**src/rtl/core/imss_pkg.sv**
```systemverilog
// shared types and constants for the imu sample scale and smooth block
package imss_pkg;

  localparam int WORD_W    = 16;
  localparam int ID_W      = 8;
  localparam int OUT_W     = 23;
  localparam int STATE_W   = 32;
  localparam int WEIGHT_W  = 17;
  localparam int W_FRAC    = 16;
  localparam int NUM_AXES  = 6;
  localparam int AXIS_W    = 3;
  localparam int GYRO_BASE = 3;
  localparam int CFG_AW    = 2;
  localparam int CFG_DW    = 32;

  localparam logic [ID_W-1:0]     GYRO_ID_OK   = 8'h0F;
  localparam logic [WEIGHT_W-1:0] WEIGHT_ONE   = 17'd65536;
  localparam logic [WEIGHT_W-1:0] WEIGHT_RESET = 17'd19661;

  localparam logic [CFG_AW-1:0] ADDR_SMOOTHING_WEIGHT = 2'd0;

  // accel: 147 / (5 * 2^14) per count
  localparam longint unsigned ACC_MUL       = 147;
  localparam longint unsigned ACC_ODD       = 5;
  localparam int              ACC_DEN_SHIFT = 14;
  // gyro: 436332313 / (390625 * 2^20) per count
  localparam longint unsigned RATE_MUL       = 436332313;
  localparam longint unsigned RATE_ODD       = 390625;
  localparam int              RATE_DEN_SHIFT = 20;

  typedef logic [WORD_W-1:0]          word_t;
  typedef logic [WEIGHT_W-1:0]        weight_t;
  typedef logic signed [OUT_W-1:0]    out_val_t;
  typedef logic signed [STATE_W-1:0]  state_val_t;

  typedef struct packed {
    logic       start;
    logic       is_rate;
    logic       seeded;
    word_t      count;
    state_val_t prev;
    weight_t    weight;
  } eng_req_t;

  typedef struct packed {
    logic       done;
    state_val_t scaled;
    state_val_t smoothed;
  } eng_rsp_t;

endpackage

```
**src/rtl/core/imss_in_if.sv**
```systemverilog
// sample channel: raw accel and gyro words plus gyro identity byte
interface imss_in_if;
  import imss_pkg::*;

  logic             valid;
  logic             ready;
  word_t            accel_x_word;
  word_t            accel_y_word;
  word_t            accel_z_word;
  logic [ID_W-1:0]  gyro_id_byte;
  word_t            gyro_x_word;
  word_t            gyro_y_word;
  word_t            gyro_z_word;

  modport source (
    output valid, accel_x_word, accel_y_word, accel_z_word, gyro_id_byte,
           gyro_x_word, gyro_y_word, gyro_z_word,
    input  ready
  );

  modport sink (
    input  valid, accel_x_word, accel_y_word, accel_z_word, gyro_id_byte,
           gyro_x_word, gyro_y_word, gyro_z_word,
    output ready
  );
endinterface

```
**src/rtl/core/imss_out_if.sv**
```systemverilog
// result channel: scaled and smoothed accel and rate values
interface imss_out_if;
  import imss_pkg::*;

  logic     valid;
  logic     ready;
  out_val_t accel_x_scaled;
  out_val_t accel_y_scaled;
  out_val_t accel_z_scaled;
  out_val_t rate_x_scaled;
  out_val_t rate_y_scaled;
  out_val_t rate_z_scaled;
  out_val_t accel_x_smoothed;
  out_val_t accel_y_smoothed;
  out_val_t accel_z_smoothed;
  out_val_t rate_x_smoothed;
  out_val_t rate_y_smoothed;
  out_val_t rate_z_smoothed;

  modport source (
    output valid, accel_x_scaled, accel_y_scaled, accel_z_scaled,
           rate_x_scaled, rate_y_scaled, rate_z_scaled,
           accel_x_smoothed, accel_y_smoothed, accel_z_smoothed,
           rate_x_smoothed, rate_y_smoothed, rate_z_smoothed,
    input  ready
  );

  modport sink (
    input  valid, accel_x_scaled, accel_y_scaled, accel_z_scaled,
           rate_x_scaled, rate_y_scaled, rate_z_scaled,
           accel_x_smoothed, accel_y_smoothed, accel_z_smoothed,
           rate_x_smoothed, rate_y_smoothed, rate_z_smoothed,
    output ready
  );
endinterface

```
**src/rtl/core/imss_scale_engine.sv**
```systemverilog
// bit-serial scale and smoothing engine shared by all six axes
module imss_scale_engine #(
  parameter int FRACTION_BITS = 16
) (
  input  logic               clk,
  input  logic               rst_n,
  input  imss_pkg::eng_req_t req,
  output imss_pkg::eng_rsp_t rsp
);
  import imss_pkg::*;

  localparam int A_LSH = (FRACTION_BITS >= ACC_DEN_SHIFT) ? FRACTION_BITS - ACC_DEN_SHIFT : 0;
  localparam int A_RSH = (FRACTION_BITS >= ACC_DEN_SHIFT) ? 0 : ACC_DEN_SHIFT - FRACTION_BITS;
  localparam int R_LSH = (FRACTION_BITS >= RATE_DEN_SHIFT) ? FRACTION_BITS - RATE_DEN_SHIFT : 0;
  localparam int R_RSH = (FRACTION_BITS >= RATE_DEN_SHIFT) ? 0 : RATE_DEN_SHIFT - FRACTION_BITS;

  localparam longint unsigned A_MULK = ACC_MUL << A_LSH;
  localparam longint unsigned R_MULK = RATE_MUL << R_LSH;
  localparam longint unsigned A_HALF = (ACC_ODD << A_RSH) >> 1;
  localparam longint unsigned R_HALF = (RATE_ODD << R_RSH) >> 1;

  localparam int MKW = $clog2(R_MULK + 1);
  localparam int PW  = MKW + WORD_W + 1;
  localparam int SAW = STATE_W + WEIGHT_W + 1;
  localparam int AW  = (PW > SAW) ? PW : SAW;
  localparam int QW  = FRACTION_BITS + 6;
  localparam int RW  = $clog2(RATE_ODD) + 1;
  localparam int SHW = $clog2(RATE_DEN_SHIFT + 1);
  localparam int CW  = $clog2(((QW > WEIGHT_W) ? QW : WEIGHT_W) + 1);

  localparam logic [AW-1:0] RND_POS = AW'(1) << (W_FRAC - 1);
  localparam logic [AW-1:0] RND_NEG = RND_POS - AW'(1);

  localparam logic [2:0] E_IDLE = 3'd0;
  localparam logic [2:0] E_MUL  = 3'd1;
  localparam logic [2:0] E_DIVP = 3'd2;
  localparam logic [2:0] E_DIV  = 3'd3;
  localparam logic [2:0] E_SGN  = 3'd4;
  localparam logic [2:0] E_DIFF = 3'd5;
  localparam logic [2:0] E_RND  = 3'd6;

  logic [2:0]         st_r;
  logic [AW-1:0]      acc_r;
  logic [AW-1:0]      add_r;
  logic [WEIGHT_W-1:0] mb_r;
  logic [CW-1:0]      cnt_r;
  logic               ph_r;
  logic [SHW-1:0]     rsh_r;
  logic               is_rate_r;
  logic               neg_r;
  logic               seeded_r;
  state_val_t         prev_r;
  weight_t            w_r;
  logic [RW-1:0]      rem_r;
  logic [QW-1:0]      quo_r;
  state_val_t         scl_r;
  state_val_t         smo_r;
  logic               done_r;

  word_t              mag;
  logic [AW-1:0]      num;
  logic [RW-1:0]      odd;
  logic [RW-1:0]      rem2;
  logic               ge;
  logic [STATE_W-1:0] q32;
  logic [STATE_W-1:0] scl_val;
  logic [STATE_W:0]   diff;
  logic [AW-1:0]      rnd_sum;

  always_comb begin
    mag     = req.count[WORD_W-1] ? WORD_W'(~req.count + 1'b1) : req.count;
    num     = acc_r >> rsh_r;
    odd     = is_rate_r ? RW'(RATE_ODD) : RW'(ACC_ODD);
    rem2    = {rem_r[RW-2:0], quo_r[QW-1]};
    ge      = (rem2 >= odd);
    q32     = {{(STATE_W-QW){1'b0}}, quo_r};
    scl_val = neg_r ? (~q32 + 1'b1) : q32;
    diff    = {scl_r[STATE_W-1], scl_r} - {prev_r[STATE_W-1], prev_r};
    // ties away from zero: bias one less on the negative side
    rnd_sum = acc_r + (acc_r[AW-1] ? RND_NEG : RND_POS);
  end

  always_ff @(posedge clk) begin
    if (!rst_n) begin
      st_r   <= E_IDLE;
      done_r <= 1'b0;
    end else begin
      done_r <= 1'b0;
      unique case (st_r)
        E_IDLE: begin
          if (req.start) begin
            acc_r     <= req.is_rate ? AW'(R_HALF) : AW'(A_HALF);
            add_r     <= req.is_rate ? AW'(R_MULK) : AW'(A_MULK);
            mb_r      <= WEIGHT_W'(mag);
            rsh_r     <= req.is_rate ? SHW'(R_RSH) : SHW'(A_RSH);
            is_rate_r <= req.is_rate;
            neg_r     <= req.count[WORD_W-1];
            seeded_r  <= req.seeded;
            prev_r    <= req.prev;
            w_r       <= req.weight;
            ph_r      <= 1'b0;
            cnt_r     <= '0;
            st_r      <= E_MUL;
          end
        end
        E_MUL: begin
          // one multiplier bit per cycle
          if (mb_r[0]) begin
            acc_r <= acc_r + add_r;
          end
          add_r <= add_r << 1;
          mb_r  <= mb_r >> 1;
          if (cnt_r == CW'(WEIGHT_W - 1)) begin
            cnt_r <= '0;
            st_r  <= ph_r ? E_RND : E_DIVP;
          end else begin
            cnt_r <= cnt_r + 1'b1;
          end
        end
        E_DIVP: begin
          rem_r <= RW'(num >> QW);
          quo_r <= num[QW-1:0];
          cnt_r <= '0;
          st_r  <= E_DIV;
        end
        E_DIV: begin
          // restoring division, one quotient bit per cycle
          rem_r <= ge ? (rem2 - odd) : rem2;
          quo_r <= {quo_r[QW-2:0], ge};
          if (cnt_r == CW'(QW - 1)) begin
            cnt_r <= '0;
            st_r  <= E_SGN;
          end else begin
            cnt_r <= cnt_r + 1'b1;
          end
        end
        E_SGN: begin
          scl_r <= scl_val;
          if (!seeded_r) begin
            smo_r  <= scl_val;
            done_r <= 1'b1;
            st_r   <= E_IDLE;
          end else begin
            st_r <= E_DIFF;
          end
        end
        E_DIFF: begin
          // prev * 2^16 + w * (x - prev)
          acc_r <= {{(AW-STATE_W-W_FRAC){prev_r[STATE_W-1]}}, prev_r, {W_FRAC{1'b0}}};
          add_r <= {{(AW-STATE_W-1){diff[STATE_W]}}, diff};
          mb_r  <= w_r;
          ph_r  <= 1'b1;
          cnt_r <= '0;
          st_r  <= E_MUL;
        end
        E_RND: begin
          smo_r  <= rnd_sum[W_FRAC +: STATE_W];
          done_r <= 1'b1;
          st_r   <= E_IDLE;
        end
        default: begin
          st_r <= E_IDLE;
        end
      endcase
    end
  end

  assign rsp.done     = done_r;
  assign rsp.scaled   = scl_r;
  assign rsp.smoothed = smo_r;

endmodule

```
**src/rtl/core/imu_sample_scale_and_smooth.sv**
```systemverilog
// top level: imu sample scaling to fixed point and exponential smoothing
//
// usage
//   in_ch carries one six-axis read per transfer: three accel words, three
//   gyro words and the gyro identity byte. gyro words are taken only when the
//   identity byte is 0x0F, otherwise the last taken gyro words are reused.
//   out_ch carries one result per input transfer: six scaled values and six
//   smoothed values, signed with FRACTION_BITS fraction bits, low 23 bits.
//   the apb port holds the smoothing weight (byte address 0); the user must
//   write it only while no sample is in flight, the block does not enforce it.
// engine
//   one shared bit-serial engine handles the six axes in turn; per axis it
//   runs the scale multiply, then the divide, then the filter multiply; the
//   very first sample skips the filter multiply.
// reset and stall
//   after reset the weight is 19661, the held gyro words are zero and the
//   filter is unseeded, so the first sample loads the filter state directly.
//   a finished result sits in the output register; the next sample is
//   accepted and worked on while it waits, but is only handed over once the
//   receiver has taken the previous transfer.
module imu_sample_scale_and_smooth #(
  parameter int FRACTION_BITS = 16
) (
  input  logic                           clk,
  input  logic                           rst_n,
  imss_in_if.sink                        in_ch,
  imss_out_if.source                     out_ch,
  input  logic                           psel,
  input  logic                           penable,
  input  logic                           pwrite,
  input  logic [imss_pkg::CFG_AW-1:0]    paddr,
  input  logic [imss_pkg::CFG_DW-1:0]    pwdata,
  output logic [imss_pkg::CFG_DW-1:0]    prdata,
  output logic                           pready
);
  import imss_pkg::*;

  // sequencer states
  localparam logic [1:0] T_IDLE  = 2'd0;
  localparam logic [1:0] T_ISSUE = 2'd1;
  localparam logic [1:0] T_WAIT  = 2'd2;
  localparam logic [1:0] T_OUT   = 2'd3;

  logic [1:0]        st_r;
  logic [AXIS_W-1:0] axis_r;
  logic              seeded_r;
  weight_t           weight_r;
  logic              out_valid_r;

  // raw words: accel entries per sample, gyro entries are the held counts
  word_t      wd_r [NUM_AXES];
  // filter state per axis
  state_val_t sm_r [NUM_AXES];
  // scaled values of the sample being worked on
  out_val_t   scw_r [NUM_AXES];
  // output register
  out_val_t   out_scl_r [NUM_AXES];
  out_val_t   out_smo_r [NUM_AXES];

  weight_t    w_eff;
  logic       in_xfer;
  logic       out_xfer;
  logic       out_load;
  logic       cfg_wr;
  eng_req_t   req;
  eng_rsp_t   rsp;

  assign in_xfer  = in_ch.valid && in_ch.ready;
  assign out_xfer = out_valid_r && out_ch.ready;
  assign out_load = (st_r == T_OUT) && (!out_valid_r || out_ch.ready);
  assign cfg_wr   = psel && penable && pwrite && (paddr == ADDR_SMOOTHING_WEIGHT);

  // weights above one mean no smoothing
  assign w_eff = (weight_r > WEIGHT_ONE) ? WEIGHT_ONE : weight_r;

  assign in_ch.ready = (st_r == T_IDLE);

  always_comb begin
    req.start   = (st_r == T_ISSUE);
    req.is_rate = (axis_r >= AXIS_W'(GYRO_BASE));
    req.seeded  = seeded_r;
    req.count   = wd_r[axis_r];
    req.prev    = sm_r[axis_r];
    req.weight  = w_eff;
  end

  imss_scale_engine #(
    .FRACTION_BITS (FRACTION_BITS)
  ) u_engine (
    .clk   (clk),
    .rst_n (rst_n),
    .req   (req),
    .rsp   (rsp)
  );

  // config register
  always_ff @(posedge clk) begin
    if (!rst_n) begin
      weight_r <= WEIGHT_RESET;
    end else if (cfg_wr) begin
      weight_r <= pwdata[WEIGHT_W-1:0];
    end
  end

  assign pready = 1'b1;
  assign prdata = (paddr == ADDR_SMOOTHING_WEIGHT) ? CFG_DW'(weight_r) : '0;

  // sequencer: capture sample, walk the six axes, hand over the result
  always_ff @(posedge clk) begin
    if (!rst_n) begin
      st_r     <= T_IDLE;
      axis_r   <= '0;
      seeded_r <= 1'b0;
      for (int i = 0; i < NUM_AXES; i++) begin
        wd_r[i] <= '0;
        sm_r[i] <= '0;
      end
    end else begin
      unique case (st_r)
        T_IDLE: begin
          if (in_xfer) begin
            wd_r[0] <= in_ch.accel_x_word;
            wd_r[1] <= in_ch.accel_y_word;
            wd_r[2] <= in_ch.accel_z_word;
            // gyro words only with a good identity byte
            if (in_ch.gyro_id_byte == GYRO_ID_OK) begin
              wd_r[GYRO_BASE]     <= in_ch.gyro_x_word;
              wd_r[GYRO_BASE + 1] <= in_ch.gyro_y_word;
              wd_r[GYRO_BASE + 2] <= in_ch.gyro_z_word;
            end
            axis_r <= '0;
            st_r   <= T_ISSUE;
          end
        end
        T_ISSUE: begin
          st_r <= T_WAIT;
        end
        T_WAIT: begin
          if (rsp.done) begin
            sm_r[axis_r] <= rsp.smoothed;
            if (axis_r == AXIS_W'(NUM_AXES - 1)) begin
              st_r <= T_OUT;
            end else begin
              axis_r <= axis_r + 1'b1;
              st_r   <= T_ISSUE;
            end
          end
        end
        T_OUT: begin
          if (out_load) begin
            seeded_r <= 1'b1;
            st_r     <= T_IDLE;
          end
        end
        default: begin
          st_r <= T_IDLE;
        end
      endcase
    end
  end

  // scaled value capture, no reset needed
  always_ff @(posedge clk) begin
    if (st_r == T_WAIT && rsp.done) begin
      scw_r[axis_r] <= rsp.scaled[OUT_W-1:0];
    end
  end

  // output register
  always_ff @(posedge clk) begin
    if (!rst_n) begin
      out_valid_r <= 1'b0;
    end else if (out_load) begin
      out_valid_r <= 1'b1;
    end else if (out_xfer) begin
      out_valid_r <= 1'b0;
    end
  end

  always_ff @(posedge clk) begin
    if (out_load) begin
      for (int i = 0; i < NUM_AXES; i++) begin
        out_scl_r[i] <= scw_r[i];
        out_smo_r[i] <= sm_r[i][OUT_W-1:0];
      end
    end
  end

  assign out_ch.valid            = out_valid_r;
  assign out_ch.accel_x_scaled   = out_scl_r[0];
  assign out_ch.accel_y_scaled   = out_scl_r[1];
  assign out_ch.accel_z_scaled   = out_scl_r[2];
  assign out_ch.rate_x_scaled    = out_scl_r[GYRO_BASE];
  assign out_ch.rate_y_scaled    = out_scl_r[GYRO_BASE + 1];
  assign out_ch.rate_z_scaled    = out_scl_r[GYRO_BASE + 2];
  assign out_ch.accel_x_smoothed = out_smo_r[0];
  assign out_ch.accel_y_smoothed = out_smo_r[1];
  assign out_ch.accel_z_smoothed = out_smo_r[2];
  assign out_ch.rate_x_smoothed  = out_smo_r[GYRO_BASE];
  assign out_ch.rate_y_smoothed  = out_smo_r[GYRO_BASE + 1];
  assign out_ch.rate_z_smoothed  = out_smo_r[GYRO_BASE + 2];

  // engine only finishes while the sequencer waits on it
  a_done_in_wait: assert property (@(posedge clk) disable iff (!rst_n)
    rsp.done |-> st_r == T_WAIT)
    else $error("engine finished outside the wait state");

  // an accepted sample always starts at the first axis
  a_accept_first_axis: assert property (@(posedge clk) disable iff (!rst_n)
    in_xfer |=> (st_r == T_ISSUE) && (axis_r == '0))
    else $error("sample transfer did not start the axis walk");

  // any presented result implies the filter has been seeded
  a_out_seeded: assert property (@(posedge clk) disable iff (!rst_n)
    out_valid_r |-> seeded_r)
    else $error("result presented with unseeded filter");

  // output valid only rises from the hand-over state
  a_out_from_load: assert property (@(posedge clk) disable iff (!rst_n)
    $rose(out_valid_r) |-> $past(st_r) == T_OUT)
    else $error("output valid rose outside the hand-over state");

endmodule

```
**src/flat_wrapper.sv**
```systemverilog
// flat-port wrapper written by rule: the top's interface ports become plain ports
module imu_sample_scale_and_smooth_flat import imss_pkg::*;
#(
  parameter int FRACTION_BITS = 16
)
  (clk, rst_n, psel, penable, pwrite, paddr, pwdata, prdata, pready, in_ch_valid, in_ch_accel_x_word, in_ch_accel_y_word, in_ch_accel_z_word, in_ch_gyro_id_byte, in_ch_gyro_x_word, in_ch_gyro_y_word, in_ch_gyro_z_word, in_ch_ready, out_ch_valid, out_ch_accel_x_scaled, out_ch_accel_y_scaled, out_ch_accel_z_scaled, out_ch_rate_x_scaled, out_ch_rate_y_scaled, out_ch_rate_z_scaled, out_ch_accel_x_smoothed, out_ch_accel_y_smoothed, out_ch_accel_z_smoothed, out_ch_rate_x_smoothed, out_ch_rate_y_smoothed, out_ch_rate_z_smoothed, out_ch_ready);
  imss_in_if in_ch_i ();
  imss_out_if out_ch_i ();
  input  logic clk;
  input  logic rst_n;
  input  logic psel;
  input  logic penable;
  input  logic pwrite;
  input  logic [imss_pkg::CFG_AW-1:0] paddr;
  input  logic [imss_pkg::CFG_DW-1:0] pwdata;
  output logic [imss_pkg::CFG_DW-1:0] prdata;
  output logic pready;
  input wire logic [$bits(in_ch_i.valid)-1:0] in_ch_valid;
  input wire logic [$bits(in_ch_i.accel_x_word)-1:0] in_ch_accel_x_word;
  input wire logic [$bits(in_ch_i.accel_y_word)-1:0] in_ch_accel_y_word;
  input wire logic [$bits(in_ch_i.accel_z_word)-1:0] in_ch_accel_z_word;
  input wire logic [$bits(in_ch_i.gyro_id_byte)-1:0] in_ch_gyro_id_byte;
  input wire logic [$bits(in_ch_i.gyro_x_word)-1:0] in_ch_gyro_x_word;
  input wire logic [$bits(in_ch_i.gyro_y_word)-1:0] in_ch_gyro_y_word;
  input wire logic [$bits(in_ch_i.gyro_z_word)-1:0] in_ch_gyro_z_word;
  output wire logic [$bits(in_ch_i.ready)-1:0] in_ch_ready;
  output wire logic [$bits(out_ch_i.valid)-1:0] out_ch_valid;
  output wire logic [$bits(out_ch_i.accel_x_scaled)-1:0] out_ch_accel_x_scaled;
  output wire logic [$bits(out_ch_i.accel_y_scaled)-1:0] out_ch_accel_y_scaled;
  output wire logic [$bits(out_ch_i.accel_z_scaled)-1:0] out_ch_accel_z_scaled;
  output wire logic [$bits(out_ch_i.rate_x_scaled)-1:0] out_ch_rate_x_scaled;
  output wire logic [$bits(out_ch_i.rate_y_scaled)-1:0] out_ch_rate_y_scaled;
  output wire logic [$bits(out_ch_i.rate_z_scaled)-1:0] out_ch_rate_z_scaled;
  output wire logic [$bits(out_ch_i.accel_x_smoothed)-1:0] out_ch_accel_x_smoothed;
  output wire logic [$bits(out_ch_i.accel_y_smoothed)-1:0] out_ch_accel_y_smoothed;
  output wire logic [$bits(out_ch_i.accel_z_smoothed)-1:0] out_ch_accel_z_smoothed;
  output wire logic [$bits(out_ch_i.rate_x_smoothed)-1:0] out_ch_rate_x_smoothed;
  output wire logic [$bits(out_ch_i.rate_y_smoothed)-1:0] out_ch_rate_y_smoothed;
  output wire logic [$bits(out_ch_i.rate_z_smoothed)-1:0] out_ch_rate_z_smoothed;
  input wire logic [$bits(out_ch_i.ready)-1:0] out_ch_ready;
  assign in_ch_i.valid = in_ch_valid;
  assign in_ch_i.accel_x_word = in_ch_accel_x_word;
  assign in_ch_i.accel_y_word = in_ch_accel_y_word;
  assign in_ch_i.accel_z_word = in_ch_accel_z_word;
  assign in_ch_i.gyro_id_byte = in_ch_gyro_id_byte;
  assign in_ch_i.gyro_x_word = in_ch_gyro_x_word;
  assign in_ch_i.gyro_y_word = in_ch_gyro_y_word;
  assign in_ch_i.gyro_z_word = in_ch_gyro_z_word;
  assign in_ch_ready = in_ch_i.ready;
  assign out_ch_valid = out_ch_i.valid;
  assign out_ch_accel_x_scaled = out_ch_i.accel_x_scaled;
  assign out_ch_accel_y_scaled = out_ch_i.accel_y_scaled;
  assign out_ch_accel_z_scaled = out_ch_i.accel_z_scaled;
  assign out_ch_rate_x_scaled = out_ch_i.rate_x_scaled;
  assign out_ch_rate_y_scaled = out_ch_i.rate_y_scaled;
  assign out_ch_rate_z_scaled = out_ch_i.rate_z_scaled;
  assign out_ch_accel_x_smoothed = out_ch_i.accel_x_smoothed;
  assign out_ch_accel_y_smoothed = out_ch_i.accel_y_smoothed;
  assign out_ch_accel_z_smoothed = out_ch_i.accel_z_smoothed;
  assign out_ch_rate_x_smoothed = out_ch_i.rate_x_smoothed;
  assign out_ch_rate_y_smoothed = out_ch_i.rate_y_smoothed;
  assign out_ch_rate_z_smoothed = out_ch_i.rate_z_smoothed;
  assign out_ch_i.ready = out_ch_ready;
  imu_sample_scale_and_smooth #(.FRACTION_BITS(FRACTION_BITS)) u_core (.clk(clk), .rst_n(rst_n), .in_ch(in_ch_i), .out_ch(out_ch_i), .psel(psel), .penable(penable), .pwrite(pwrite), .paddr(paddr), .pwdata(pwdata), .prdata(prdata), .pready(pready));
endmodule
```
**config.mk**
```make
export PLATFORM = sky130hd
export DESIGN_NAME = imu_sample_scale_and_smooth_flat
export DESIGN_NICKNAME = d
export VERILOG_FILES = /design/src/rtl/core/imss_pkg.sv /design/src/rtl/core/imss_in_if.sv /design/src/rtl/core/imss_out_if.sv /design/src/rtl/core/imss_scale_engine.sv /design/src/rtl/core/imu_sample_scale_and_smooth.sv /design/src/flat_wrapper.sv
export SDC_FILE = /design/constraint.sdc
export NUM_CORES = 1
export LEC_CHECK = 0
export ABC_AREA = 1
export BUFFER_PORTS_ARGS = -buffer_cell sky130_fd_sc_hd__buf_2
export CAP_MARGIN = 20
export CELL_PAD_IN_SITES_DETAIL_PLACEMENT = 1
export CELL_PAD_IN_SITES_GLOBAL_PLACEMENT = 1
export CORE_MARGIN = 1.5
export CORE_UTILIZATION = 44
export CTS_BUF_LIST = sky130_fd_sc_hd__clkbuf_4
export CTS_CLUSTER_DIAMETER = 60
export DETAILED_ROUTE_END_ITERATION = 8
export PLACE_DENSITY = 0.87
export SYNTH_ARGS = -nofsm -noshare
export SYNTH_HDL_FRONTEND = slang
export SYNTH_SLANG_ARGS = --single-unit
export TNS_END_PERCENT = 50
```
**constraint.sdc**
```tcl
create_clock -name clk -period 15.3 [get_ports clk]
set_input_delay 2.295 -clock clk [delete_from_list [all_inputs] [get_ports clk]]
set_output_delay 2.295 -clock clk [all_outputs]
set_load 0.01 [all_outputs]
```
==> impl_metrics.py <==
metrics = {
    "synthesis": {
        "synth_warnings": 0,
        "synth_area_um2": 49600,
        "synth_cell_types": 52,
        "syn_inst": 4838,
        "ys_seq_elements": 1077,
        "syn_avg_cell_area_um2": 10.3,
        "synth_edf_count": 1046,
        "synth_top_cell_area_share_pct": 63.3,
        "synth_flop_cell": "edfxtp_1",
        "async_reset_ff_share_pct": 0,
        "ys_top_cells_by_area": "edfxtp_1 63%, nand2_1 8.4%, nor2_1 5.2%",
        "yosys.area.top_type": "edfxtp_1",
        "ys_seq_area_share_pct": 64.6,
    },
    "worst_hold_path": {
        "hp-class": "flip-flop to flip-flop",
    },
    "clock_tree": {
        "cts_tree": "yes",
        "cts_buffers": 295,
        "cts_hold_buf": 0,
        "cts.htree.levels": 5,
        "clk_pin_slew_ps": 60,
        "clock_path_buffers": 4,
        "cts_resized": 0,
        "cts_setup_buffers": 0,
        "root_buffer": "clkbuf_4",
        "insertion_delay_ps": 1290,
        "cts.sinks": 1077,
    },
    "setup_path": {
        "worst-setup-path-type": "primary input to output pin",
        "cpLargestDelayFamily": "buffers and inverters",
        "critPathMaxStageDelay_ps": 490,
        "crit_path_end_kind": "output pin",
        "crit_fanout": 17,
        "cp.arrival_ps": 3590,
        "crit_buf_inv": 3,
        "worstPathCellList": "buf_2 > nor2_1 > clkinv_1 > nor2_1 > buf_2",
        "cp_slowest_cell": "clkinv_1",
        "cp-start-kind": "primary input",
        "cp.required_ps": 13010,
    },
    "detailed_routing": {
        "vias": 41200,
        "dr_wl_met2_um": 86400,
        "met3_length_um": 17700,
        "first_pass_iters": 5,
        "drt-met1-wl_um": 66600,
        "wl_per_cell_um": 25.3,
        "maxUsedRoutingLayer": "met5",
        "drt_iter0_markers": 4127,
        "antenna_left": 0,
        "avgViaCountPerCell": 5.74,
        "drt-total-wl_um": 182000,
        "drc": 0,
    },
    "sta": {
        "period_needed_ps": 5890,
        "maxSlewHeadroom_pct": 25.2,
        "finalSetupViolations": 0,
        "hold_viol": 0,
        "finalMaxSlewViolations": 0,
        "finalClockSkew_ps": 108,
        "finalSetupTns_ps": 0,
        "grt_setup_unrepaired": "false",
        "min_period_over_period_pct": 38.5,
        "worstMarginPinSlew_ps": 1120,
        "fmax_mhz": 170,
    },
    "outcome": {
        "outcome": "finished, final reports clean",
    },
    "finish": {
        "syn2layout_area_growth_pct": 15.1,
        "drive_gt1_share_pct": 17.5,
        "final_cell_count_no_fill": 7180,
        "fill_cells": 12800,
        "fin_nets": 5739,
    },
    "global_routing": {
        "grt_pass1_vias": 43000,
        "track_usage_pct": 31.0,
        "gr-total-overflow": 0,
        "grt_max_degree": 81,
        "grt_pass1_wl_um": 266000,
        "antenna_found_initial": 8,
    },
    "power_and_ir_drop": {
        "p_leak_nw": 23.4,
        "ir_drop_mv": 0.0712,
        "power_density_nw_per_um2": 144,
    },
    "floorplanning": {
        "die_x_um": 339,
        "core_area_um2": 112000,
        "pin_count": 456,
        "dieArea_um2": 115000,
        "die_height_um": 339,
        "placementRows": 123,
        "start_util_pct": 44.2,
    },
    "placed_design": {
        "hpwl_um": 126000,
        "gp_congestion": 0.995,
        "port_buffers": 424,
        "place_inst": 6675,
    },
    "job": {
        "max-cap-violations": 0,
    },
}
## metrics by stage
step	power [mW]	utilization [%]	hold WS [ps]	instance area, µm²	setup slack, ps
3_5_place_dp	5.62	47.7	406	53500	9370
2_1_floorplan	4.91	-	400	49700	445
4_1_cts	8.19	50.8	393	57000	9360
6_report	8.24	50.9	397	57100	9410
5_1_grt	8.56	50.9	403	57100	9240
3_3_place_gp	5.52	47.7	400	53500	9440
## flip-flops by register name, indices dropped and copies added (netlist names), 19 cells and up, named ones only
name / count
u_core.u_engine.acc_r: 50
u_core.sm_r: 256
u_core.u_engine.quo_r: 22
u_core.wd_r: 96
u_core.u_engine.prev_r: 32
u_core.out_smo_r: 138
u_core.u_engine.rem_r: 19
u_core.scw_r: 138
u_core.u_engine.scl_r: 32
u_core.u_engine.add_r: 50
u_core.u_engine.smo_r: 32
u_core.out_scl_r: 138
## power breakdown
part | internal (mW) | switching (mW) | leakage, nW
clock network | 1.32 | 1.27 | 2.12
registers | 3.52 | 0.246 | 10.2
logic | 0.531 | 1.35 | 11.1
total | 5.37 | 2.86 | 23.4
## layout by cell type, fill, tap and decap left out, types with 52 or more instances in the layout
cell and count:
buf_4 52, edfxtp_1 1046, nor2_1 673, o21ai_0 282, nand2_1 1113, a21oi_1 224, clkbuf_4 411, nand4_1 66
inv_1 515, buf_2 424, nand3_1 235, ha_1 118, clkinv_1 61
## synth_stat cells (12+ instances only)
master       n
nor4_1      14
o211ai_1    36
buf_2       29
inv_1      515
o21ai_0    287
xor2_1      32
nor2_2      22
buf_4       20
nor2_1     687
nand3_1    235
or2_2       12
a22oi_1     34
inv_2       13
clkbuf_1    94
ha_1       118
o22ai_1     27
edfxtp_1  1046
dfxtp_1     31
a21oi_1    225
a31oi_1     14
xnor2_1     12
nor3_1      42
nand2_1   1115
nand4_1     66
## worst register-to-register path, stage by stage, from the launching register on
cell and delay [ps]:
edfxtp_1 320, buf_4 550, inv_1 770, ha_1 630, nand2_1 150, nor2_1 170, inv_1 70, nor2_1 140
nand3_1 100, o21ai_1 130, nor2_1 50, nand2_1 490, buf_4 360, nand2_1 80, nand2_1 60, nand2_1 60
nand2_1 70, nand2_1 70
## path summary, 6_finish.rpt
kind | startpoint | to | slack [ps] | cells after the start
worst max-delay path | paddr[1] | prdata[1] | 9410 | 5
worst min register to register | u_core.scw_r[0][2] | u_core.out_scl_r[0][2] | 400 | 0
worst max register to register | u_core.u_engine.is_rate_r | u_core.u_engine.rem_r[11] | 10790 | 17
worst min-delay path | u_core.scw_r[0][2] | u_core.out_scl_r[0][2] | 400 | 0
## layer usage
metal	vias to the layer above	global-route usage (%)
li1	17900	-
met1	20100	36.9
met2	2621	51.3
met3	637	7.25
met4	6	18.0
met5	-	0
## cell type report
type,count,area [µm²],area share [%]
antenna,12,30.0,0.0526
clock buffer,411,3090,5.40
clock inverter,80,455,0.798
inverter,532,2000,3.50
multi-input combinational,3089,15100,26.4
sequential,1077,32000,56.1
tap,1500,1880,3.29
timing repair buffer,479,2560,4.49
## logic make-up after synthesis
kind of cell,after synthesis,share of synthesized area [%]
adder cells (fa/ha/maj),120,3.06
AND/OR/NAND/NOR,2210,18.2
AO/OA/AOI/OAI,699,7.93
flip-flops,1077,64.6
XOR/XNOR,44,0.777
other,2,0.0151
buffers and inverters,686,5.49
Note: power is estimated with default switching activity, not from simulation.
